==> src/design/zstring_text_decoder_defines.svh <==
// ============================================================================
// Assertion macros for the packed text word decoder
// Shared check forms used by the decoder's modules.
// ============================================================================
`ifndef ZSTRING_TEXT_DECODER_DEFINES_SVH
`define ZSTRING_TEXT_DECODER_DEFINES_SVH

// Same-cycle implication, disabled while reset is held.
`define ZSTD_ASSERT_NOW(label, clk, rst_n, cond, prop) \
    label: assert property (@(posedge clk) disable iff (!rst_n) (cond) |-> (prop)) \
        else $error("zstd check failed");

// Next-cycle implication, disabled while reset is held.
`define ZSTD_ASSERT_NEXT(label, clk, rst_n, cond, prop) \
    label: assert property (@(posedge clk) disable iff (!rst_n) (cond) |=> (prop)) \
        else $error("zstd check failed");

`endif

==> src/design/zstd_pkg.sv <==
// ============================================================================
// zstd_pkg
// Types and code constants shared by the packed text word decoder.
// ============================================================================
package zstd_pkg;

    // Result kinds as they appear on the output port.
    typedef enum logic [2:0] {
        KIND_NONE    = 3'd0,
        KIND_ALPHA   = 3'd1,
        KIND_LITERAL = 3'd2,
        KIND_NEWLINE = 3'd3,
        KIND_SPACE   = 3'd4,
        KIND_ABBREV  = 3'd5
    } t_kind;

    // Special code values.
    localparam logic [4:0] CODE_SPACE      = 5'd0;
    localparam logic [4:0] CODE_ABBREV_MAX = 5'd3;
    localparam logic [4:0] CODE_SHIFT_MAX  = 5'd5;
    localparam logic [4:0] CODE_SHIFT_BASE = 5'd3;
    localparam logic [4:0] CODE_ABBREV_LO  = 5'd1;
    localparam logic [4:0] CODE_LITERAL    = 5'd6;
    localparam logic [4:0] CODE_NEWLINE    = 5'd7;

    // Character sets.
    localparam logic [1:0] SET_0   = 2'd0;
    localparam logic [1:0] SET_2   = 2'd2;
    localparam logic [1:0] SET_RSV = 2'd3;

    // Literal sequencing.
    localparam logic [1:0] PHASE_IDLE = 2'd0;
    localparam logic [1:0] PHASE_HIGH = 2'd1;
    localparam logic [1:0] PHASE_LOW  = 2'd2;

    localparam int unsigned ALPHA_LEN = 26;

    // Result slots per word.
    localparam int unsigned CODES_PER_WORD = 3;
    localparam logic [1:0]  SLOT_LAST      = 2'd2;

    // Decoder state of one context.
    typedef struct packed {
        logic [1:0] temp_shift;
        logic [1:0] lock_shift;
        logic       abbrev_pending;
        logic [1:0] abbrev_bank;
        logic [1:0] literal_phase;
        logic [4:0] literal_high;
    } t_ctx;

    // One decoded result.
    typedef struct packed {
        t_kind      kind;
        logic [9:0] value;
    } t_result;

    // Write-back of a context after a word.
    typedef struct packed {
        logic en;
        logic idx;
        t_ctx ctx;
    } t_ctx_wr;

endpackage

==> src/design/zstd_code_step.sv <==
// ============================================================================
// zstd_code_step
// Decodes one 5-bit code against a context state and gives the next state.
// ============================================================================
module zstd_code_step
    import zstd_pkg::*;
(
    input  t_ctx       i_ctx,
    input  logic [4:0] i_code,
    output t_ctx       o_ctx,
    output t_result    o_res
);

    logic [1:0] set_q;
    logic [1:0] target;
    logic [1:0] locked;
    logic [6:0] alpha;

    always_comb begin
        set_q  = (i_ctx.temp_shift == SET_RSV) ? SET_2 : i_ctx.temp_shift;
        target = 2'(i_code - CODE_SHIFT_BASE);
        locked = (set_q == target) ? set_q : SET_0;
        alpha  = 7'(set_q) * 7'(ALPHA_LEN) + 7'(i_code) - 7'(CODE_LITERAL);

        o_ctx       = i_ctx;
        o_res.kind  = KIND_NONE;
        o_res.value = '0;

        if (i_ctx.abbrev_pending) begin
            o_res.kind           = KIND_ABBREV;
            o_res.value          = 10'({i_ctx.abbrev_bank, i_code});
            o_ctx.abbrev_pending = 1'b0;
            o_ctx.temp_shift     = i_ctx.lock_shift;
        end else if (i_ctx.literal_phase != PHASE_IDLE) begin
            if (i_ctx.literal_phase == PHASE_HIGH) begin
                o_ctx.literal_high  = i_code;
                o_ctx.literal_phase = PHASE_LOW;
            end else begin
                o_res.kind          = KIND_LITERAL;
                o_res.value         = {i_ctx.literal_high, i_code};
                o_ctx.literal_phase = PHASE_IDLE;
                o_ctx.temp_shift    = i_ctx.lock_shift;
            end
        end else if (i_code == CODE_SPACE) begin
            o_res.kind       = KIND_SPACE;
            o_ctx.temp_shift = i_ctx.lock_shift;
        end else if (i_code <= CODE_ABBREV_MAX) begin
            o_ctx.abbrev_pending = 1'b1;
            o_ctx.abbrev_bank    = 2'(i_code - CODE_ABBREV_LO);
        end else if (i_code <= CODE_SHIFT_MAX) begin
            if (set_q == SET_0) begin
                o_ctx.temp_shift = target;
            end else begin
                o_ctx.temp_shift = locked;
                o_ctx.lock_shift = locked;
            end
        end else if (set_q == SET_2 && i_code == CODE_LITERAL) begin
            o_ctx.literal_phase = PHASE_HIGH;
        end else if (set_q == SET_2 && i_code == CODE_NEWLINE) begin
            o_res.kind       = KIND_NEWLINE;
            o_ctx.temp_shift = i_ctx.lock_shift;
        end else begin
            o_res.kind       = KIND_ALPHA;
            o_res.value      = 10'(alpha);
            o_ctx.temp_shift = i_ctx.lock_shift;
        end
    end

endmodule

==> src/design/zstd_ctx_regs.sv <==
// ============================================================================
// zstd_ctx_regs
// Per-context decoder state registers with one read and one write port.
// ============================================================================
module zstd_ctx_regs
    import zstd_pkg::*;
#(
    parameter int NUM_CONTEXTS = 2
) (
    input  logic    i_clk,
    input  logic    i_rst_n,
    input  logic    i_rd_idx,
    output t_ctx    o_rd_ctx,
    input  t_ctx_wr i_wr
);

    t_ctx r_ctx [NUM_CONTEXTS];

    always_ff @(posedge i_clk) begin
        if (!i_rst_n) begin
            for (int c = 0; c < NUM_CONTEXTS; c++) begin
                r_ctx[c] <= '0;
            end
        end else if (i_wr.en) begin
            r_ctx[i_wr.idx] <= i_wr.ctx;
        end
    end

    assign o_rd_ctx = r_ctx[i_rd_idx];

endmodule

==> src/design/zstd_out_ser.sv <==
// ============================================================================
// zstd_out_ser
// Result register for one word, sent out as three results, one per cycle while i_ready is high.
// ============================================================================
`include "zstring_text_decoder_defines.svh"

module zstd_out_ser
    import zstd_pkg::*;
(
    input  logic    i_clk,
    input  logic    i_rst_n,
    input  logic    i_load,
    input  t_result i_res [CODES_PER_WORD],
    input  logic    i_end,
    output logic    o_can_load,
    output logic    o_valid,
    input  logic    i_ready,
    output t_result o_res,
    output logic    o_last,
    output logic    o_end
);

    t_result    r_res [CODES_PER_WORD];
    logic [1:0] r_slot;
    logic       r_busy;
    logic       r_end;
    logic       take_last;

    assign take_last  = r_busy && i_ready && (r_slot == SLOT_LAST);
    assign o_can_load = !r_busy || take_last;

    always_ff @(posedge i_clk) begin
        if (!i_rst_n) begin
            r_busy <= 1'b0;
            r_slot <= '0;
        end else if (i_load) begin
            r_busy <= 1'b1;
            r_slot <= '0;
        end else if (r_busy && i_ready) begin
            if (r_slot == SLOT_LAST) begin
                r_busy <= 1'b0;
            end else begin
                r_slot <= r_slot + 2'd1;
            end
        end
    end

    always_ff @(posedge i_clk) begin
        if (i_load) begin
            r_res <= i_res;
            r_end <= i_end;
        end
    end

    assign o_valid = r_busy;
    assign o_res   = r_res[r_slot];
    assign o_last  = (r_slot == SLOT_LAST);
    assign o_end   = r_end;

    `ZSTD_ASSERT_NOW(a_slot_range, i_clk, i_rst_n, r_busy, r_slot <= SLOT_LAST)
    `ZSTD_ASSERT_NOW(a_load_ok, i_clk, i_rst_n, i_load, o_can_load)
    `ZSTD_ASSERT_NEXT(a_drain, i_clk, i_rst_n, take_last && !i_load, !r_busy)
    `ZSTD_ASSERT_NEXT(a_hold, i_clk, i_rst_n, r_busy && !i_ready,
                      r_busy && $stable(r_slot))

endmodule

==> src/design/zstring_text_decoder.sv <==
// ============================================================================
// zstring_text_decoder
// Packed text word decoder: three 5-bit codes per word, one result each.
// ============================================================================
// Usage: a packed text word and its context bit arrive on the input channel
// (i_valid / o_ready). The word is decoded in the cycle it is accepted, using
// the state of the chosen context, and its three results are loaded into a
// result register. They leave on the output channel (o_valid / i_ready), one
// result per cycle while the receiver is ready, high code first, with o_last
// set on the third. The first result is valid in the cycle after acceptance.
// While the receiver takes every result, input words are limited by the
// single result port, which carries one result per cycle. The next word is
// accepted in the same cycle the third result of the previous one is taken,
// so the output runs without gaps.
// When the receiver stalls, the current result holds and o_ready stays low
// until the last result of the pending word is taken.
// Reset (synchronous, active low) clears both contexts' shift, abbreviation
// and literal state and empties the result register.
// A word with bit 15 set is decoded normally, then its context returns to
// the reset state.
// ============================================================================
module zstring_text_decoder
    import zstd_pkg::*;
#(
    parameter int NUM_CONTEXTS = 2
) (
    input  logic        i_clk,
    input  logic        i_rst_n,
    input  logic        i_valid,
    output logic        o_ready,
    input  logic [15:0] i_text_word,
    input  logic        i_context_req,
    output logic        o_valid,
    input  logic        i_ready,
    output logic [2:0]  o_kind,
    output logic [9:0]  o_value,
    output logic        o_last,
    output logic        o_string_end
);

    t_ctx    cur_ctx;
    t_ctx    step_ctx [CODES_PER_WORD + 1];
    t_result step_res [CODES_PER_WORD];
    t_ctx_wr ctx_wr;
    t_result out_res;
    logic    accept;
    logic    can_load;

    assign o_ready = can_load;
    assign accept  = i_valid && can_load;

    // Context state, read by the incoming word's context bit.
    zstd_ctx_regs #(
        .NUM_CONTEXTS(NUM_CONTEXTS)
    ) u_ctx (
        .i_clk    (i_clk),
        .i_rst_n  (i_rst_n),
        .i_rd_idx (i_context_req),
        .o_rd_ctx (cur_ctx),
        .i_wr     (ctx_wr)
    );

    // Three code decoders in a chain; slot 0 takes bits 14..10.
    assign step_ctx[0] = cur_ctx;

    for (genvar k = 0; k < CODES_PER_WORD; k++) begin : g_step
        zstd_code_step u_step (
            .i_ctx  (step_ctx[k]),
            .i_code (i_text_word[14 - 5*k -: 5]),
            .o_ctx  (step_ctx[k + 1]),
            .o_res  (step_res[k])
        );
    end

    // The final state goes back to the context, or reset state at string end.
    always_comb begin
        ctx_wr.en  = accept;
        ctx_wr.idx = i_context_req;
        ctx_wr.ctx = i_text_word[15] ? t_ctx'('0) : step_ctx[CODES_PER_WORD];
    end

    zstd_out_ser u_ser (
        .i_clk      (i_clk),
        .i_rst_n    (i_rst_n),
        .i_load     (accept),
        .i_res      (step_res),
        .i_end      (i_text_word[15]),
        .o_can_load (can_load),
        .o_valid    (o_valid),
        .i_ready    (i_ready),
        .o_res      (out_res),
        .o_last     (o_last),
        .o_end      (o_string_end)
    );

    assign o_kind  = 3'(out_res.kind);
    assign o_value = out_res.value;

endmodule

==> config.mk <==
export PLATFORM = sky130hd
export DESIGN_NAME = zstring_text_decoder
export DESIGN_NICKNAME = d
export VERILOG_FILES = /design/src/design/zstd_pkg.sv /design/src/design/zstd_code_step.sv /design/src/design/zstd_ctx_regs.sv /design/src/design/zstd_out_ser.sv /design/src/design/zstring_text_decoder.sv
export VERILOG_INCLUDE_DIRS = /design/src /design/src/design
export SDC_FILE = /design/constraint.sdc
export NUM_CORES = 1
export LEC_CHECK = 0
export ABC_AREA = 0
export BUFFER_PORTS_ARGS = -buffer_cell sky130_fd_sc_hd__buf_2
export CAP_MARGIN = 20
export CELL_PAD_IN_SITES_DETAIL_PLACEMENT = 0
export CELL_PAD_IN_SITES_GLOBAL_PLACEMENT = 1
export CORE_UTILIZATION = 52
export CTS_BUF_LIST = sky130_fd_sc_hd__clkbuf_16
export DETAILED_ROUTE_END_ITERATION = 12
export GPL_ROUTABILITY_DRIVEN = 0
export PLACE_DENSITY = 0.95
export SLEW_MARGIN = 30
export SYNTH_ARGS = -nofsm -noshare
export SYNTH_HDL_FRONTEND = slang
export SYNTH_SLANG_ARGS = --single-unit
==> constraint.sdc <==
create_clock -name i_clk -period 7.4 [get_ports i_clk]
set_input_delay 1.85 -clock i_clk [delete_from_list [all_inputs] [get_ports i_clk]]
set_output_delay 1.85 -clock i_clk [all_outputs]
set_load 0.03 [all_outputs]
==> run_results.csv, run 1 <==
group,metric,value,unit
worst_setup_path,crit_slowest_cell,"a21oi_1",
worst_setup_path,cpMostUsedCell,"inv_1",
timing,post-route-min-period,6410,ps
synth,synth_top_area_share,0.375,
worst_setup_path,crit_start,"i_context_req",
timing,rsz0062_at_grt,"no",
worst_hold_path,hold_path_startpoint,"u_ser.o_valid$_SDFFE_PN0P_",
synth,synth-edff-count,68,
grt,grt_pass1_vias,4350,
cells_and_area,final_common_cell,"edfxtp_1",
worst_setup_path,timing.rr.start,"u_ctx.r_ctx[0][6]$_SDFFCE_PN0P_",
power_and_ir_drop,irDropWorstVdd,0.206,mV
cts,htree_levels,3,
timing,setup_violations,0,
cts,cts_hold_buf,0,
synth,synth_ff_type,"edfxtp_1",
die,start_util,0.547,
place,dpl.hpwl,11.1,mm
cts,cts_buffers,9,
synth,ys_seq_area_frac,0.386,
timing,tightest_slew,868,ps
timing,finalHoldViolCount,0,
job,max-cap-violations,0,
timing,hold_slack,549,ps
die,coreArea,0.00995,mm²
grt,antenna_found_initial,0,
cts,insertion_delay,330,ps
timing,fin_tns_setup,0,ps
cts,cts_resized,0,
detailed_routing,drt_wl_total,14.5,mm
worst_setup_path,regToRegSetupSlack,2630,ps
worst_hold_path,worstHoldPathCells,2,
cells_and_area,final_cell_mix,"edfxtp_1 (68), nor2_1 (66), nand2_1 (62)",
cts,clockBufferDepth,2,
grt,grt.overflow.total,0,
detailed_routing,post-route-drc-count,0,
synth,syn_area_per_cell,9.41,µm²
timing,post-route-period-util,0.867,
cells_and_area,drive_gt1_frac,0.148,
worst_setup_path,crit_type,"primary input to flop",
synth,synthesis.nets,639,
worst_hold_path,min_to,"u_ser.o_valid$_SDFFE_PN0P_",
synth,synth_seq_cells,71,
cts,postCtsSetupBuffers,0,
synth,netlist-cell-type-count,80,
grt,grt_pass1_wl,22.9,mm
detailed_routing,post_drt_wl_per_cell,19.5,µm
worst_setup_path,r2r-end,"u_ser.r_res[6]$_DFFE_PP_",
die,rows,36,
worst_setup_path,crit_fanout,32,
worst_setup_path,critPathRequiredTime,7580,ps
timing,maxClockFrequency,0.156,GHz
worst_setup_path,endpoint_kind,"flop",
cells_and_area,diodes,0,
outcome,status,"completed",
worst_setup_path,startpoint_type,"primary input",
cells_and_area,areaGrowthSynthToFinish,10.9,%
grt,grt_max_degree,45,
timing,fin_worst_skew,5.88,ps
die,die_area,0.0109,mm²
timing,slew_headroom,0.420,
synth,synthesis.area,0.00544,mm²
cts,cts_sinks,71,
detailed_routing,viasPerCell,6.33,
worst_setup_path,arrival,6590,ps
worst_setup_path,max_stage_delay,710,ps
worst_setup_path,r2r_cells,20,
cts,clock_tree.root_cell,"clkbuf_16",
power_and_ir_drop,power.density,220,mW/mm²
synth,yosysWarnings,0,
cts,cts_tree,"done",
die,die_w,104,µm
detailed_routing,drt.antenna.violating_nets,0,
cts,clk_pin_slew,50,ps
synth,synthesis.instances,578,
place,port_buffers,37,
synth,synth_area_leaders,"edfxtp_1 (38%), ha_1 (8.5%), mux2i_1 (4.6%)",
detailed_routing,first_pass_iters,5,
worst_setup_path,critical_path.cell_chain,"buf_2 > mux2_2 > nor2_1 > nand2_1 > a31oi_1 > a211oi_1 > a21oi_1 > inv_2 > nand3_2 > ha_1 > inv_1 > ha_1 > inv_1 > fa_1 > inv_1 > a21o_1 > a21oi_1 > xnor2_1 > nand2_1 > o21ai_0",
die,io_pins,38,
detailed_routing,route.vias.total,4724,
detailed_routing,drtIter0Drc,510,
cells_and_area,nets,669,
synth,synth.largest_area_cell,"edfxtp_1",
grt,grt_usage,0.273,
power_and_ir_drop,p_leak,2.43,nW
die,die_y,104,µm
worst_hold_path,hold_class,"flop to flop",
synth,ys_async_sr_fraction,0,
timing,slew_viol_final,0,
[layer usage]
metal	wire (µm)	global-route usage
met1	5880	0.355
met2	6980	0.469
met3	1330	0.0376
met4	340	0.0816
met5	0	0
[worst max path at each step]
stage / end / slack (ps)
after floorplan: u_ser.r_res[6]$_DFFE_PP_ / 1850
after global placement: u_ser.r_res[6]$_DFFE_PP_ / 1030
after detailed placement: u_ser.r_res[6]$_DFFE_PP_ / 830
after global routing: u_ser.r_res[6]$_DFFE_PP_ / 650
after CTS: u_ser.r_res[6]$_DFFE_PP_ / 1140
final: u_ser.r_res[6]$_DFFE_PP_ / 990
[logic make-up (layout without fill, tap and decap cells)]
kind of cell / after synthesis / count (layout) / synth area share
adders and majority gates: 40 / 40 / 0.0961
and+or+nand+nor: 214 / 214 / 0.197
xor gates and xnor gates: 10 / 10 / 0.0161
AOI/OAI and AO/OA: 137 / 137 / 0.181
muxes: 35 / 35 / 0.0699
buffers and inverters: 71 / 106 / 0.0534
DFF: 71 / 71 / 0.386
[registers in the layout, summed over array words and instances (netlist names)]
| name | flops |
|---|---|
| u_ser.o_valid | 1 |
| u_ser.o_end | 1 |
| u_ser.r_res | 39 |
| u_ser.r_slot | 2 |
| u_ctx.r_ctx | 28 |
[cell usage after synthesis (3+ instances only)]
| cell type | count |
|---|---|
| o31ai_1 | 6 |
| o22ai_1 | 6 |
| xor2_1 | 4 |
| edfxtp_1 | 68 |
| fa_1 | 3 |
| a21oi_1 | 22 |
| inv_1 | 46 |
| a211oi_1 | 6 |
| o211ai_1 | 13 |
| clkbuf_1 | 14 |
| nand3_1 | 9 |
| nand2_1 | 62 |
| nor2_1 | 66 |
| or2_2 | 4 |
| xnor2_1 | 6 |
| mux2_2 | 7 |
| and2_1 | 7 |
| inv_2 | 3 |
| mux2i_1 | 25 |
| buf_2 | 4 |
| nor3_1 | 17 |
| ha_1 | 37 |
| nand2b_1 | 7 |
| nor2b_1 | 5 |
| a31oi_1 | 4 |
| a32oi_1 | 3 |
| dfxtp_1 | 3 |
| nand4_1 | 3 |
| nor4b_1 | 3 |
| o21ai_0 | 34 |
| o221ai_1 | 6 |
| or4_1 | 3 |
| or3_1 | 4 |
| a21o_1 | 7 |
[worst max-delay path, delay by kind of cell]
kind            cells  cell delay, ps
compound gates      6            1590
simple gates        4             980
buf+inv             5             920
fa+ha+maj           3             570
mux                 1             510
xor+xnor            1             130
[metrics by stage]
step / instance area, µm² / utilization / total power [mW] / std cells / setup WS (ps)
floorplan: 5440 / - / 0.762 / 578 / 1850
global route: 6040 / 0.606 / 1.38 / 746 / 645
CTS: 6040 / 0.606 / 1.32 / 746 / 1140
detailed placement: 5710 / 0.574 / 0.861 / 730 / 833
finish: 6040 / 0.606 / 1.32 / 746 / 987
global placement: 5710 / 0.574 / 0.848 / 730 / 1030
[report_power, final]
| part | internal [mW] | switching [mW] |
|---|---|---|
| combinational | 0.130 | 0.230 |
| sequential | 0.483 | 0.0172 |
| clock | 0.296 | 0.168 |
| total | 0.910 | 0.415 |
[area by class of cell]
type / instances / area (µm²)
clock inverters: 7 / 97.6
well taps: 133 / 166
flip-flops and latches: 71 / 2100
clock buffers: 9 / 225
multi-input cells: 436 / 3050
fillers: 874 / 3920
repair buffers: 40 / 208
inverters: 50 / 188
No activity file was read; power rests on OpenSTA's default activity.
==> inputs of run 2 (changes only) <==
--- a/config.mk
+++ b/config.mk
@@ -11,11 +11,11 @@
 export CAP_MARGIN = 20
 export CELL_PAD_IN_SITES_DETAIL_PLACEMENT = 0
 export CELL_PAD_IN_SITES_GLOBAL_PLACEMENT = 1
-export CORE_UTILIZATION = 52
+export CORE_UTILIZATION = 30
 export CTS_BUF_LIST = sky130_fd_sc_hd__clkbuf_16
 export DETAILED_ROUTE_END_ITERATION = 12
 export GPL_ROUTABILITY_DRIVEN = 0
-export PLACE_DENSITY = 0.95
+export PLACE_DENSITY = 0.63
 export SLEW_MARGIN = 30
 export SYNTH_ARGS = -nofsm -noshare
 export SYNTH_HDL_FRONTEND = slang
==> run_results.csv, run 2 (synthesis gave the netlist of run 1 again) <==
group,metric,value,unit
die,die_y,137,µm
die,io_pins,38,
grt,grt_pass1_wl,24.6,mm
timing,hold_slack,548,ps
worst_setup_path,arrival,6530,ps
power_and_ir_drop,power.density,209,mW/mm²
die,die_w,137,µm
cells_and_area,largest_reg_flops,39,
die,rows,48,
cells_and_area,final_common_cell,"edfxtp_1",
worst_setup_path,crit_type,"primary input to flop",
worst_setup_path,startpoint_type,"primary input",
cts,postCtsSetupBuffers,0,
place,place_ws,836,ps
grt,grtUsageMet3,0.0322,
place,dpl.hpwl,12.4,mm
grt,use_met1,0.239,
cells_and_area,areaGrowthSynthToFinish,12.8,%
timing,tightest_slew,868,ps
timing,post-route-period-util,0.857,
cts,cts_hold_buf,0,
timing,finalHoldViolCount,0,
grt,grt_max_degree,45,
detailed_routing,viasPerCell,5.40,
cells_and_area,top_regs,"u_ser.r_res: 39 flops, u_ctx.r_ctx: 28 flops, u_ser.r_slot: 2 flops",
worst_setup_path,critPathRequiredTime,7590,ps
detailed_routing,drt_wl_total,15.8,mm
cells_and_area,final_design_area_no_fill,0.00613,mm²
timing,slew_headroom,0.422,
worst_setup_path,r2r_cells,19,
detailed_routing,drtIter0Drc,321,
timing,layout_setup_ws,1050,ps
power_and_ir_drop,irDropWorstVdd,0.118,mV
die,die_area,0.0187,mm²
timing,fin_tns_setup,0,ps
detailed_routing,first_pass_iters,5,
worst_setup_path,endpoint_kind,"flop",
cts,cts_resized,0,
cts,clockBufferDepth,2,
grt,grt_usage,0.179,
cts,htree_levels,3,
detailed_routing,drt.antenna.violating_nets,0,
cts,cts_tree,"done",
die,start_util,0.311,
timing,setup_violations,0,
grt,grt_pass1_vias,4381,
detailed_routing,post_drt_wl_per_cell,18.8,µm
grt,grt.overflow.total,0,
cts,clock_tree.root_cell,"clkbuf_16",
cts,clk_pin_slew,60,ps
grt,gr-usage-met2,0.289,
timing,post-route-min-period,6350,ps
power_and_ir_drop,p_leak,2.43,nW
timing,slew_viol_final,0,
grt,grt-busiest-layer,"met2",
cts,cts_buffers,9,
timing,fin_worst_skew,5.93,ps
cells_and_area,diodes,0,
cts,cts_sinks,71,
cells_and_area,drive_gt1_frac,0.153,
detailed_routing,route.vias.total,4536,
cts,insertion_delay,340,ps
die,coreArea,0.0175,mm²
grt,antenna_found_initial,0,
worst_hold_path,hold_class,"flop to flop",
cells_and_area,nets,671,
cells_and_area,final_cell_mix,"edfxtp_1 (68), nor2_1 (66), nand2_1 (62)",
worst_hold_path,worstHoldPathCells,2,
cells_and_area,top_register,"u_ser.r_res",
job,max-cap-violations,0,
outcome,status,"completed",
timing,maxClockFrequency,0.158,GHz
detailed_routing,post-route-drc-count,0,
worst_setup_path,crit_fanout,32,
timing,rsz0062_at_grt,"no",
place,postPlaceCellArea,0.00584,mm²
place,port_buffers,37,
==> run 2: cell count changes in the layout (fill, tap and decap cells not counted), sizes merged <==
cell and change:
buf +2, clkinv +2, inv -2, bufinv -1, clkinvlp +1
==> run 2: where the power goes <==
part           internal (mW)  switching (mW)
Clock                  0.257           0.161
Sequential             0.484          0.0159
Combinational          0.130           0.232
==> run 2: final timing paths <==
path	endpoint	from	slack, ps
worst max-delay path	u_ser.r_res[6]$_DFFE_PP_	i_context_req	1050
worst min-delay path	u_ser.o_valid$_SDFFE_PN0P_	u_ser.o_valid$_SDFFE_PN0P_	550
worst max register to register	u_ser.r_res[6]$_DFFE_PP_	u_ctx.r_ctx[0][9]$_SDFFCE_PN0P_	2760
worst min register to register	u_ser.o_valid$_SDFFE_PN0P_	u_ser.o_valid$_SDFFE_PN0P_	550
==> run 2: routing by layer <==
layer | vias up | routed length [µm]
li1 | 2192 | -
met1 | 2165 | 7210
met2 | 156 | 7400
met3 | 23 | 907
met4 | 0 | 317
met5 | - | 0
==> run 2: final cells by class <==
cell class | instances | area [µm²]
fillers | 1752 | 11300
multi-input cells | 436 | 3050
flip-flops and latches | 71 | 2100
well taps | 225 | 282
clock buffers | 9 | 225
repair buffers | 42 | 223
inverters | 50 | 188
clock inverters | 7 | 63.8
==> run 2: worst max-delay path: stages <==
cell and delay, ps:
buf_2 560, mux2_2 510, nor2_1 160, and4b_1 340, a21o_1 480, a211oi_1 150, a21oi_1 720, inv_2 200
nand3_2 150, ha_1 160, inv_1 40, ha_1 180, inv_1 80, fa_1 220, inv_1 50, a21o_1 150
a21oi_1 160, xnor2_1 140, nand2_1 60, o21ai_0 140
==> run 2: stage by stage <==
step	instances	utilization	power (mW)
2_1_floorplan	578	-	0.762
3_3_place_gp	824	0.334	0.866
3_5_place_dp	824	0.334	0.867
4_1_cts	840	0.351	1.29
5_1_grt	840	0.351	1.35
6_report	840	0.351	1.28
